[src/sv/chacha_pkg.sv]
// Shared types, constants and helpers for the ChaCha20 keystream combiner.
// Used by chacha_arx, chacha_core and chacha20_keystream_xor; no dependencies.
package chacha_pkg;

  localparam int ROUNDS    = 20;
  localparam int RND_W     = (ROUNDS > 2) ? $clog2(ROUNDS) : 1;
  localparam int NUM_WORDS = 16;
  localparam int IDX_W     = $clog2(NUM_WORDS);

  typedef logic [31:0] word_t;
  typedef logic [NUM_WORDS-1:0][31:0] block_t;

  localparam word_t SIGMA0 = 32'h6170_7865;
  localparam word_t SIGMA1 = 32'h3320_646e;
  localparam word_t SIGMA2 = 32'h7962_2d32;
  localparam word_t SIGMA3 = 32'h6b20_6574;

  // Quarter-round sub-steps, named by their rotate amount
  typedef enum logic [1:0] {
    ARX_R16 = 2'd0,
    ARX_R12 = 2'd1,
    ARX_R8  = 2'd2,
    ARX_R7  = 2'd3
  } arx_step_t;

  // Configuration register indexes
  typedef enum logic [2:0] {
    REG_KEY0     = 3'd0,
    REG_KEY1     = 3'd1,
    REG_KEY2     = 3'd2,
    REG_KEY3     = 3'd3,
    REG_NONCE_LO = 3'd4,
    REG_NONCE_HI = 3'd5,
    REG_START    = 3'd6
  } cfg_reg_t;

  typedef struct packed {
    logic             start;
    logic [IDX_W-1:0] ks_idx;
  } core_ctrl_t;

  typedef struct packed {
    logic  done;
    word_t ks_word;
  } core_stat_t;

  function automatic word_t rotl_step(word_t v, arx_step_t step);
    word_t r;
    case (step)
      ARX_R16: r = {v[15:0], v[31:16]};
      ARX_R12: r = {v[19:0], v[31:20]};
      ARX_R8:  r = {v[23:0], v[31:24]};
      ARX_R7:  r = {v[24:0], v[31:25]};
      default: r = v;
    endcase
    return r;
  endfunction

endpackage

[src/sv/chacha_arx.sv]
// Shared add-xor-rotate unit: sum = x + y, mix = rotl(z ^ sum, step amount).
// Depends on chacha_pkg.
module chacha_arx (
  input  chacha_pkg::word_t     x,
  input  chacha_pkg::word_t     y,
  input  chacha_pkg::word_t     z,
  input  chacha_pkg::arx_step_t step,
  output chacha_pkg::word_t     sum,
  output chacha_pkg::word_t     mix
);
  import chacha_pkg::*;

  assign sum = x + y;
  assign mix = rotl_step(z ^ sum, step);

endmodule

[src/sv/chacha_core.sv]
// Block sequencer: working state of sixteen words, one ARX step per cycle,
// then the feed-forward add one word per cycle. Depends on chacha_pkg, chacha_arx.
module chacha_core (
  input  logic                   clk,
  input  logic                   rst,
  input  chacha_pkg::core_ctrl_t ctrl,
  input  chacha_pkg::block_t     init,
  output chacha_pkg::core_stat_t stat
);
  import chacha_pkg::*;

  typedef enum logic [1:0] {C_IDLE, C_LOAD, C_ROUND, C_FINAL} cstate_t;

  cstate_t          state;
  block_t           w;
  block_t           w_next;
  block_t           w_upd;
  logic [RND_W-1:0] rnd;
  logic [1:0]       qr;
  arx_step_t        step;
  logic [IDX_W-1:0] k;
  logic             done;

  logic             par;
  logic             half;
  logic [IDX_W-1:0] b_idx;
  logic [IDX_W-1:0] c_idx;
  logic [IDX_W-1:0] d_idx;
  word_t            x;
  word_t            y;
  word_t            z;
  word_t            sum;
  word_t            mix;

  // Rows are rotated one word left after every quarter round, so the
  // quarter round always works on fixed taps: row 0 word 0 and, per round
  // kind, column 0 or the main diagonal of rows 1 to 3.
  assign par   = rnd[0];
  assign half  = (step == ARX_R12) || (step == ARX_R7);
  assign b_idx = par ? IDX_W'(5)  : IDX_W'(4);
  assign c_idx = par ? IDX_W'(10) : IDX_W'(8);
  assign d_idx = par ? IDX_W'(15) : IDX_W'(12);

  always_comb begin
    if (state == C_FINAL) begin
      x = w[k];
      y = init[k];
      z = '0;
    end else if (half) begin
      x = w[c_idx];
      y = w[d_idx];
      z = w[b_idx];
    end else begin
      x = w[0];
      y = w[b_idx];
      z = w[d_idx];
    end
  end

  chacha_arx u_arx (
    .x    (x),
    .y    (y),
    .z    (z),
    .step (step),
    .sum  (sum),
    .mix  (mix)
  );

  always_comb begin
    w_upd = w;
    if (half) begin
      w_upd[c_idx] = sum;
      w_upd[b_idx] = mix;
    end else begin
      w_upd[0]     = sum;
      w_upd[d_idx] = mix;
    end
    w_next = w_upd;
    if (step == ARX_R7) begin
      for (int r = 0; r < 4; r++) begin
        for (int j = 0; j < 4; j++) begin
          w_next[4*r+j] = w_upd[4*r+((j+1)%4)];
        end
      end
    end
  end

  always_ff @(posedge clk) begin
    unique case (state)
      C_LOAD:  w <= init;
      C_ROUND: w <= w_next;
      C_FINAL: w[k] <= sum;
      default: w <= w;
    endcase
  end

  always_ff @(posedge clk) begin
    if (rst) begin
      state <= C_IDLE;
      rnd   <= '0;
      qr    <= '0;
      step  <= ARX_R16;
      k     <= '0;
      done  <= 1'b0;
    end else begin
      done <= 1'b0;
      unique case (state)
        C_IDLE: begin
          if (ctrl.start) state <= C_LOAD;
        end
        C_LOAD: begin
          rnd   <= '0;
          qr    <= '0;
          step  <= ARX_R16;
          state <= C_ROUND;
        end
        C_ROUND: begin
          step <= arx_step_t'(step + 2'd1);
          if (step == ARX_R7) begin
            qr <= qr + 2'd1;
            if (qr == 2'd3) begin
              rnd <= rnd + RND_W'(1);
              if (rnd == RND_W'(ROUNDS - 1)) begin
                k     <= '0;
                state <= C_FINAL;
              end
            end
          end
        end
        C_FINAL: begin
          k <= k + IDX_W'(1);
          if (k == IDX_W'(NUM_WORDS - 1)) begin
            done  <= 1'b1;
            state <= C_IDLE;
          end
        end
        default: state <= C_IDLE;
      endcase
    end
  end

  assign stat.done    = done;
  assign stat.ks_word = w[ctrl.ks_idx];

endmodule

[src/sv/chacha20_keystream_xor.sv]
// ChaCha20 keystream combiner: one data byte per word, XORed with keystream.
// Inside a block a byte's result is valid on the cycle after acceptance, one byte per
// cycle while the output is not stalled. A byte opening a new block is held, input closed,
// while one shared ARX unit does one add-xor-rotate per cycle, then the sixteen
// feed-forward adds; its result is registered after that. Reset zeroes the configuration
// and forces a new block on the first byte. Depends on chacha_pkg, chacha_core.
module chacha20_keystream_xor (
  input  logic        clk,
  input  logic        rst,
  input  logic        s_tvalid,
  output logic        s_tready,
  input  logic [7:0]  s_tdata,   // [7:0] data_byte
  input  logic        s_tlast,
  output logic        m_tvalid,
  input  logic        m_tready,
  output logic [7:0]  m_tdata,   // [7:0] out_byte
  output logic        m_tlast,
  output logic        m_tuser,   // [0] exhausted
  input  logic        cfg_valid,
  output logic        cfg_ready,
  input  logic [2:0]  cfg_index,
  input  logic [63:0] cfg_data
);
  import chacha_pkg::*;

  typedef enum logic [1:0] {T_IDLE, T_BLOCK, T_EMIT} tstate_t;

  tstate_t           state;
  logic [3:0][63:0]  key;
  logic [63:0]       nonce_lo;
  word_t             nonce_hi;
  logic [63:0]       start_blk;
  word_t             cnt_lo;
  word_t             cnt_hi;
  logic              exhausted_flag;
  logic [6:0]        pos;
  logic [6:0]        pos_inc;
  logic [7:0]        hold_byte;
  logic              hold_last;
  logic [7:0]        ks_byte;
  logic              in_fire;
  logic              cfg_fire;
  logic              out_load;
  logic [63:0]       new_nonce_lo;
  logic [63:0]       new_start;
  block_t            init;
  core_ctrl_t        core_ctrl;
  core_stat_t        core_stat;

  // Hold off bytes while a register write is offered
  assign s_tready  = (state == T_IDLE) && !cfg_valid && (!m_tvalid || m_tready);
  assign cfg_ready = (state == T_IDLE);
  assign in_fire   = s_tvalid && s_tready;
  assign cfg_fire  = cfg_valid && cfg_ready;
  assign out_load  = ((state == T_IDLE) && in_fire && !pos[6]) ||
                     ((state == T_EMIT) && (!m_tvalid || m_tready));

  assign pos_inc = {1'b0, pos[5:0]} + 7'd1;
  assign ks_byte = 8'(core_stat.ks_word >> {pos[1:0], 3'b000});

  assign core_ctrl.start  = in_fire && pos[6];
  assign core_ctrl.ks_idx = pos[5:2];

  always_comb begin
    init[0] = SIGMA0;
    init[1] = SIGMA1;
    init[2] = SIGMA2;
    init[3] = SIGMA3;
    for (int i = 0; i < 4; i++) begin
      init[4+2*i] = key[i][31:0];
      init[5+2*i] = key[i][63:32];
    end
    init[12] = cnt_lo;
    init[13] = cnt_hi;
    init[14] = nonce_lo[63:32];
    init[15] = nonce_hi;
  end

  // Counter reload sees the value being written this cycle
  assign new_nonce_lo = (cfg_index == REG_NONCE_LO) ? cfg_data : nonce_lo;
  assign new_start    = (cfg_index == REG_START)    ? cfg_data : start_blk;

  chacha_core u_core (
    .clk  (clk),
    .rst  (rst),
    .ctrl (core_ctrl),
    .init (init),
    .stat (core_stat)
  );

  always_ff @(posedge clk) begin
    if (rst) begin
      state          <= T_IDLE;
      m_tvalid       <= 1'b0;
      m_tdata        <= '0;
      m_tlast        <= 1'b0;
      m_tuser        <= 1'b0;
      key            <= '0;
      nonce_lo       <= '0;
      nonce_hi       <= '0;
      start_blk      <= '0;
      cnt_lo         <= '0;
      cnt_hi         <= '0;
      exhausted_flag <= 1'b0;
      pos            <= 7'd64;
      hold_byte      <= '0;
      hold_last      <= 1'b0;
    end else begin
      if (m_tvalid && m_tready && !out_load) m_tvalid <= 1'b0;
      unique case (state)
        T_IDLE: begin
          if (in_fire) begin
            if (pos[6]) begin
              hold_byte <= s_tdata;
              hold_last <= s_tlast;
              state     <= T_BLOCK;
            end else begin
              m_tvalid <= 1'b1;
              m_tdata  <= s_tdata ^ ks_byte;
              m_tlast  <= s_tlast;
              m_tuser  <= exhausted_flag;
              pos      <= pos_inc;
            end
          end
        end
        T_BLOCK: begin
          if (core_stat.done) begin
            // advance the 64-bit block counter; flag a wrap of the high word
            cnt_lo <= cnt_lo + 32'd1;
            if (&cnt_lo) begin
              cnt_hi <= cnt_hi + 32'd1;
              if (&cnt_hi) exhausted_flag <= 1'b1;
            end
            state <= T_EMIT;
          end
        end
        T_EMIT: begin
          if (!m_tvalid || m_tready) begin
            m_tvalid <= 1'b1;
            m_tdata  <= hold_byte ^ ks_byte;
            m_tlast  <= hold_last;
            m_tuser  <= exhausted_flag;
            pos      <= pos_inc;
            state    <= T_IDLE;
          end
        end
        default: state <= T_IDLE;
      endcase

      if (cfg_fire && (cfg_index <= REG_START)) begin
        case (cfg_index) inside
          REG_KEY0, REG_KEY1, REG_KEY2, REG_KEY3: key[cfg_index[1:0]] <= cfg_data;
          REG_NONCE_LO: nonce_lo  <= cfg_data;
          REG_NONCE_HI: nonce_hi  <= cfg_data[31:0];
          REG_START:    start_blk <= cfg_data;
          default:      ;
        endcase
        cnt_lo         <= new_start[31:0];
        cnt_hi         <= new_nonce_lo[31:0] + new_start[63:32];
        exhausted_flag <= 1'b0;
        pos            <= 7'd64;
      end
    end
  end

  // A byte inside a block gives its word on the next cycle
  a_direct_out: assert property (@(posedge clk) disable iff (rst)
    in_fire && !pos[6] |=> m_tvalid)
    else $error("byte inside block did not produce an output word");

  // Block completion only while a byte waits for it
  a_done_in_block: assert property (@(posedge clk) disable iff (rst)
    core_stat.done |-> state == T_BLOCK)
    else $error("block finished with no byte waiting");

  // Exhausted flag clears only through a configuration write
  a_exhaust_sticky: assert property (@(posedge clk) disable iff (rst)
    exhausted_flag && !cfg_fire |=> exhausted_flag)
    else $error("exhausted flag dropped without a configuration write");

  // Byte position never runs past the end of a block
  a_pos_range: assert property (@(posedge clk) disable iff (rst)
    pos[6] |-> pos[5:0] == 6'd0)
    else $error("byte position out of range");

endmodule

[config.mk]
export PLATFORM = sky130hd
export DESIGN_NAME = chacha20_keystream_xor
export DESIGN_NICKNAME = d
export VERILOG_FILES = /design/src/sv/chacha_pkg.sv /design/src/sv/chacha_arx.sv /design/src/sv/chacha_core.sv /design/src/sv/chacha20_keystream_xor.sv
export SDC_FILE = /design/constraint.sdc
export NUM_CORES = 2
export LEC_CHECK = 0
export BUFFER_PORTS_ARGS = -buffer_cell sky130_fd_sc_hd__buf_2
export CAP_MARGIN = 20
export CORE_MARGIN = 2
export CORE_UTILIZATION = 40
export DETAILED_ROUTE_END_ITERATION = 8
export PLACE_DENSITY = 0.53
export SYNTH_ARGS = -nofsm -noshare
export SYNTH_HDL_FRONTEND = slang
export SYNTH_SLANG_ARGS = --single-unit
export TNS_END_PERCENT = 30
[constraint.sdc]
create_clock -name clk -period 12.9 [get_ports clk]
set_input_delay 3.225 -clock clk [delete_from_list [all_inputs] [get_ports clk]]
set_output_delay 3.225 -clock clk [all_outputs]
set_load 0.005 [all_outputs]
Word level (Yosys, flattened, before mapping)
Cells that the tools add are included.
- $add $sub $neg: 9
- reduce and logical (&&, ||, !) cells: 54
- bitwise logic cells: 7
- shifts and indexed selects: 1
- equal/unequal tests: 27
- mux-type cells: 92
- $lt $le $gt $ge: 12
- operator list (operator ; number):
    $bwmux W512 ; 4
    $pmux W512 S3 ; 1
    $mux W512 ; 2
    $bmux W32 S4 ; 6
    $mux W32 ; 24
    $demux W32 S4 ; 4
    $bwmux W256 ; 1
    $demux W64 S2 ; 1
    $mux W64 ; 2
    $pmux W32 S4 ; 1
    $reduce_and A66 Y1 ; 1
    $add A32 B1 Y32 const B ; 2
    $add A32 B32 Y32 ; 2
    $reduce_and A32 Y1 ; 1
    $shr A32 B5 Y8 ; 1
    $xor A32 B32 Y32 ; 1
    $lt A4 B5 Y1 const B ; 5
    $mux W2 ; 12
    $mux W8 ; 3
    $mux W7 ; 3
    $reduce_and A4 Y1 ; 5
    $ge A4 B1 Y1 const B ; 4
    $logic_and A1 B1 Y1 ; 16
    $pmux W8 S2 ; 1
    other kinds (39) ; 99
- word-level logic and storage cells: 244
- register bits: 1038
- output and inout port bits: 13
- bits of input ports: 81

Depth between registers and ports, before layout
- depth in word-level cells: 13
- depth in mapped cells: 26
- mapped depth without buffers: 18

Hierarchy
Synthesis repeated with hierarchy kept, for this count alone.
- cells, all modules: 8332
- area, all modules: 79794.0 um^2
- by module, submodules not included (module ; cells each ; sequential area each (um^2) ; area an instance (um^2) ; times used):
    chacha_core ; 4962 ; 15695.1 ; 53871.7 ; 1
    chacha20_keystream_xor ; 2904 ; 10209.8 ; 22346.4 ; 1
    chacha_arx ; 466 ; 0.0 ; 3575.9 ; 1

Least setup slack after synthesis
Ideal clock, no wire load.
- path type: flip-flop to flip-flop
- from: reg u_core.state[0]
- to: reg u_core.state[0]
- clock period less this slack: 11.680 ns
- required time: 12.310 ns
- stages on the path, launching flop included: 5
- setup time: 0.590 ns
- path slack: 1.220 ns
- path buffers: 0
- arrival time: 11.090 ns
- path through: dfxtp_1 -> inv_1 -> ha_1 -> inv_1 -> a311oi_1
- word-level cells in the longest chain between the ends: 3
- elaborated cells on any way between the ends: 11
- classes of those cells: eq/ne: 8; mux: 1; reduce/logical: 2
- RTL lines (item ; line ; RTL):
    start: declaration ; chacha_core.sv:14 ; cstate_t state;
    start signal: assignment ; chacha_core.sv:99 ; state <= C_IDLE;
    start signal: assignment ; chacha_core.sv:109 ; if (ctrl.start) state <= C_LOAD;
    start signal: assignment ; chacha_core.sv:115 ; state <= C_ROUND;
    $eq A2 B2 Y1 / $logic_not A2 Y1 (equally long branches) ; chacha_core.sv:107 ; unique case (state)
    $ne A2 B2 Y1 (no line) / $ne A2 B1 Y1 (equally long branches) ; n/a ;
    $reduce_and A5 Y1 (no line) ; n/a ;
Several ways; a longest one is shown, not always the timed one.
A chain may end at the register's enable or synchronous reset.

Final worst setup path
- from: reg u_core.k[3]
- to: reg u_core.w[166] (netlist name), data pin
- word-level cells in the longest chain between the ends: 10
- elaborated cells on any way between the ends: 21
- classes of those cells: add/sub: 1; order compare: 2; mux: 16; bitwise: 1; reduce/logical: 1
- RTL lines (item ; line ; RTL):
    start: declaration ; chacha_core.sv:21 ; logic [IDX_W-1:0] k;
    start signal: assignment ; chacha_core.sv:131 ; k <= k + IDX_W'(1);
    $bmux W32 S4, on equally long branches ; chacha_core.sv:46, chacha_core.sv:47 ;
    $mux W32, on equally long branches ; chacha_core.sv:46, chacha_core.sv:47 ;
    $mux W32 ; chacha_core.sv:45 ; if (state == C_FINAL) begin
    $add A32 B32 Y32 ; chacha_arx.sv:13 ; assign sum = x + y;
    $xor A32 B32 Y32 ; chacha_arx.sv:14 ; assign mix = rotl_step(z ^ sum, step);
    $pmux W32 S4 ; chacha_pkg.sv:49 ; case (step)
    $bwmux W512, on equally long branches ; chacha_core.sv:76, chacha_core.sv:73 ;
    $mux W512 ; chacha_core.sv:71 ; if (half) begin
    $mux W512 ; chacha_core.sv:79 ; if (step == ARX_R7) begin
    $pmux W512 S3 (*) ; chacha_core.sv:89 ; unique case (state)
    end signal: assignment ; chacha_core.sv:90 ; C_LOAD: w <= init;
    end signal: assignment ; chacha_core.sv:91 ; C_ROUND: w <= w_next;
    end signal: indexed assignment ; chacha_core.sv:92 ; C_FINAL: w[k] <= sum;
    end: declaration ; chacha_core.sv:15 ; block_t w;
Mark *: on every way between the ends. The rest lies on a longest branch, timed or not. The select of a mux whose other input is x is not followed.

==> key figures <==
STA
  • Final Skew: 0.03414 ns
  • Relative slew margins: 10.98%
  • Tmin final: 8.184 ns
  • Max Slew Vio Count: 0
  • Period utilisation layout: 63.44%
  • Final Hold Fails: 0
  • RSZ-0062 raised after global routing: false
  • Setup TNS: 0 ns
  • F_max: 0.1222 GHz
  • Fin worst setup slack: 4.716 ns
  • Worst-margin pin slew: 1.326 ns
  • Final Setup Violations: 0

GRT
  • Vias in the first global route: 65613
  • Initial antenna violation count: 67
  • GR Layer Usage met3: 16.38%
  • First-pass GRT wire length: 525500 um
  • Met1 usage in global routing: 49.64%
  • Largest net degree at the start of global routing: 130
  • Gr ovfl total: 0
  • All-Layer GR Usage: 39.59%
  • GRT busiest layer: met2
  • Grt met2 use: 55.58%

Clock network
  • Clock transition at the registers of the reported paths: 0.06 ns
  • Cts hold-fix bufs: 0
  • Clock tree buffer depth: 3
  • Root buf cell: clkbuf_16
  • Clk Latency, worst-skew pair: 0.83 ns
  • Post-CTS Setup Bufs: 0
  • CTS tree: yes
  • Cts bufs inserted: 130
  • Cts repair resizes: 0
  • Htree depth: 4
  • Sink Count: 1038

Worst setup path
  • Setup crit start kind: flip-flop
  • R2R cell count: 15
  • Critical Path Source: u_core.k[3]
  • Setup crit end kind: flip-flop
  • Critical path destination: u_core.w[166]
  • Terminus of the critical flop-to-flop path: u_core.w[166]
  • Top fanout value on the critical path: 35
  • Kind of critical path: reg2reg
  • Data arrival, critical path: 8.72 ns
  • R2r startpoint: u_core.k[3]
  • FF-to-FF setup slack: 4.72 ns
  • CP Data Required Time: 13.44 ns

Die
  • Rows: 157
  • Die area: 186800 um^2
  • Starting Density: 40.16%
  • Die Wd: 432.3 um
  • Die height: 432.3 um
  • Core Area: 182700 um^2
  • # IOs: 94

Place
  • Inst Count DP: 9987
  • HPWL after DPL: 244900 um
  • Pre-CTS setup slack: 5.012 ns
  • RePlAce Congestion: 1.049
  • Buffers on Ports: 93

Status
  • Violated checks: DRC
  • Status: complete, but fails checks

Logic synthesis
  • Area contributors post-synth: edfxtp_1 (21%), mux4_2 (15%), dfxtp_1 (14%), nand2_1 (7.9%), a21oi_1 (6.2%)
  • Cell area after synthesis: 73360 um^2
  • Sequential area share after synthesis: 35.31%
  • EDFF count, synth: 512
  • Syn Nets: 8261
  • Ys Warns: 0
  • Yosys cell types: 107
  • Synth top area share: 20.96%
  • Leading area contributor after synthesis: edfxtp_1
  • Average size of a mapped cell: 9.062 um^2
  • Async SR Flop Fraction: 0%
  • Post-synth top flop: dfxtp_1
  • Synth Instances: 8095
  • Register bit total from synthesis: 1038

Pwr
  • Worst IR Drop VDD: 277.4 uV
  • Clock power frac: 16.7%
  • Internal Power: 0.01103 W
  • Switching part of the total power: 53.37%
  • Logic pwr share: 57.4%
  • NetSw: 0.01263 W
  • Power Total: 0.02366 W
  • P_leak: 26.95 nW
  • Power per cell area: 293.3 nW/um^2
  • Seq pwr share: 26.0%

Detailed routing
  • DRC: 4
  • WL final: 380200 um
  • Antenna Nets Post-Route: 0
  • Wire per inst: 36.97 um
  • Via count: 72627
  • Vias per cell: 7.061
  • DRT Pass-1 Iters: 9
  • Initial DRC count: 13073

Final layout
  • Layout cell share with drive strength beyond 1: 16.32%
  • Most common cell after layout, fill and taps aside: nand2_1
  • Non-filler cells, final: 10285
  • Final Util: 44.15%
  • Fill count: 17747
  • Nets@finish: 7902
  • Syn-to-layout area delta: 9.959%
  • Most frequent cells in the layout: nand2_1 (1508), a21oi_1 (909), o21ai_0 (605)

Job
  • Max-Cap Viols: 0

Min path
  • Hold WC Path Type: reg2reg
==> final cells by class <==
type | count | area, um^2 | share of cell area [%]
inverter | 53 | 224.0 | 0.2776
clock inverter | 50 | 619.3 | 0.7678
sequential | 1038 | 25940 | 32.15
timing repair buffer | 331 | 2464 | 3.054
tap | 2385 | 2984 | 3.699
multi-input combinational | 6182 | 44510 | 55.18
clock buffer | 191 | 3787 | 4.695
antenna | 55 | 137.6 | 0.1706
==> state kept, by name (all words and copies together), names as in the netlist <==
register,flops
u_core.w,512
init,256
nonce_lo,64
start_blk,64
cnt_hi,32
cnt_lo,32
nonce_hi,32
hold_byte,8
m_tdata,8
pos,7
u_core.rnd,5
u_core.k,4
state,2
u_core.qr,2
u_core.state,2
u_core.step,2
exhausted_flag,1
hold_last,1
m_tlast,1
m_tuser,1
m_tvalid,1
u_core.done,1
==> kinds of logic (layout without fill, tap and decap cells) <==
family	count (synthesis)	count (layout)	synth area share, %
compound gates	2486	2486	21.24
simple gates	2503	2503	13.88
xor+xnor	160	160	2.081
flops	1038	1038	35.31
other cells	0	55	0
buf+inv	875	625	4.639
fa+ha+maj	85	85	1.470
mux	948	948	21.38
==> cells in the mapped netlist (95+ instances only) <==
master	number
a21oi_1	910
a221oi_1	112
a222oi_1	100
clkbuf_1	666
dfxtp_1	526
edfxtp_1	512
mux2_2	129
mux2i_1	337
mux4_2	482
nand2_1	1536
nor2_1	611
nor3_1	95
o211ai_1	101
o21ai_0	605
o221ai_1	142
==> layer usage <==
layer	part of all wire, %	vias to the layer above
met3	16	1182
met2	41	5976
met1	36	35626
met5	0.033	-
met4	7.4	18
li1	-	29825
==> power by group through the flow <==
stage	Combinational, W	Sequential [W]	Clock [W]
floorplan	0.00725	0.00589	0
global placement	0.0126	0.00603	0
detailed placement	0.0127	0.00608	0
CTS	0.0128	0.00602	0.00395
global route	0.0138	0.00622	0.00406
finish	0.0136	0.00614	0.00394
==> metrics by stage <==
stage	area, um^2	hold WS (ns)
6_report	80660	0.4516
5_1_grt	80600	0.4682
4_1_cts	80480	0.4524
3_5_place_dp	76080	0.4427
3_3_place_gp	76010	0.4381
2_1_floorplan	73360	0.4313
==> worst min path at each step <==
stage                          to            from  cells after the start  slack (ns)
CTS                    m_tdata[3]      m_tdata[3]                      2        0.45
global placement       m_tdata[2]      m_tdata[2]                      2        0.44
finish                 m_tdata[3]      m_tdata[3]                      2        0.45
global route        start_blk[37]   start_blk[37]                      2        0.47
floorplan                 m_tuser  exhausted_flag                      2        0.43
detailed placement     m_tdata[1]      m_tdata[1]                      2        0.44
==> worst max-delay path, cell delays in order (launching register included) <==
cell and delay [ns]:
dfxtp_4 1.02, buf_4 0.60, nor2_1 0.08, buf_4 0.24
a21oi_1 1.00, a21oi_1 0.37, ha_1 0.68, and3_1 0.37
o2111ai_1 0.31, a31oi_2 0.55, a21boi_0 0.27, xor2_2 0.92
xnor2_1 0.63, a221oi_2 0.45, a21o_1 0.23, o221ai_1 0.14
(Power assumes the default switching activity.)
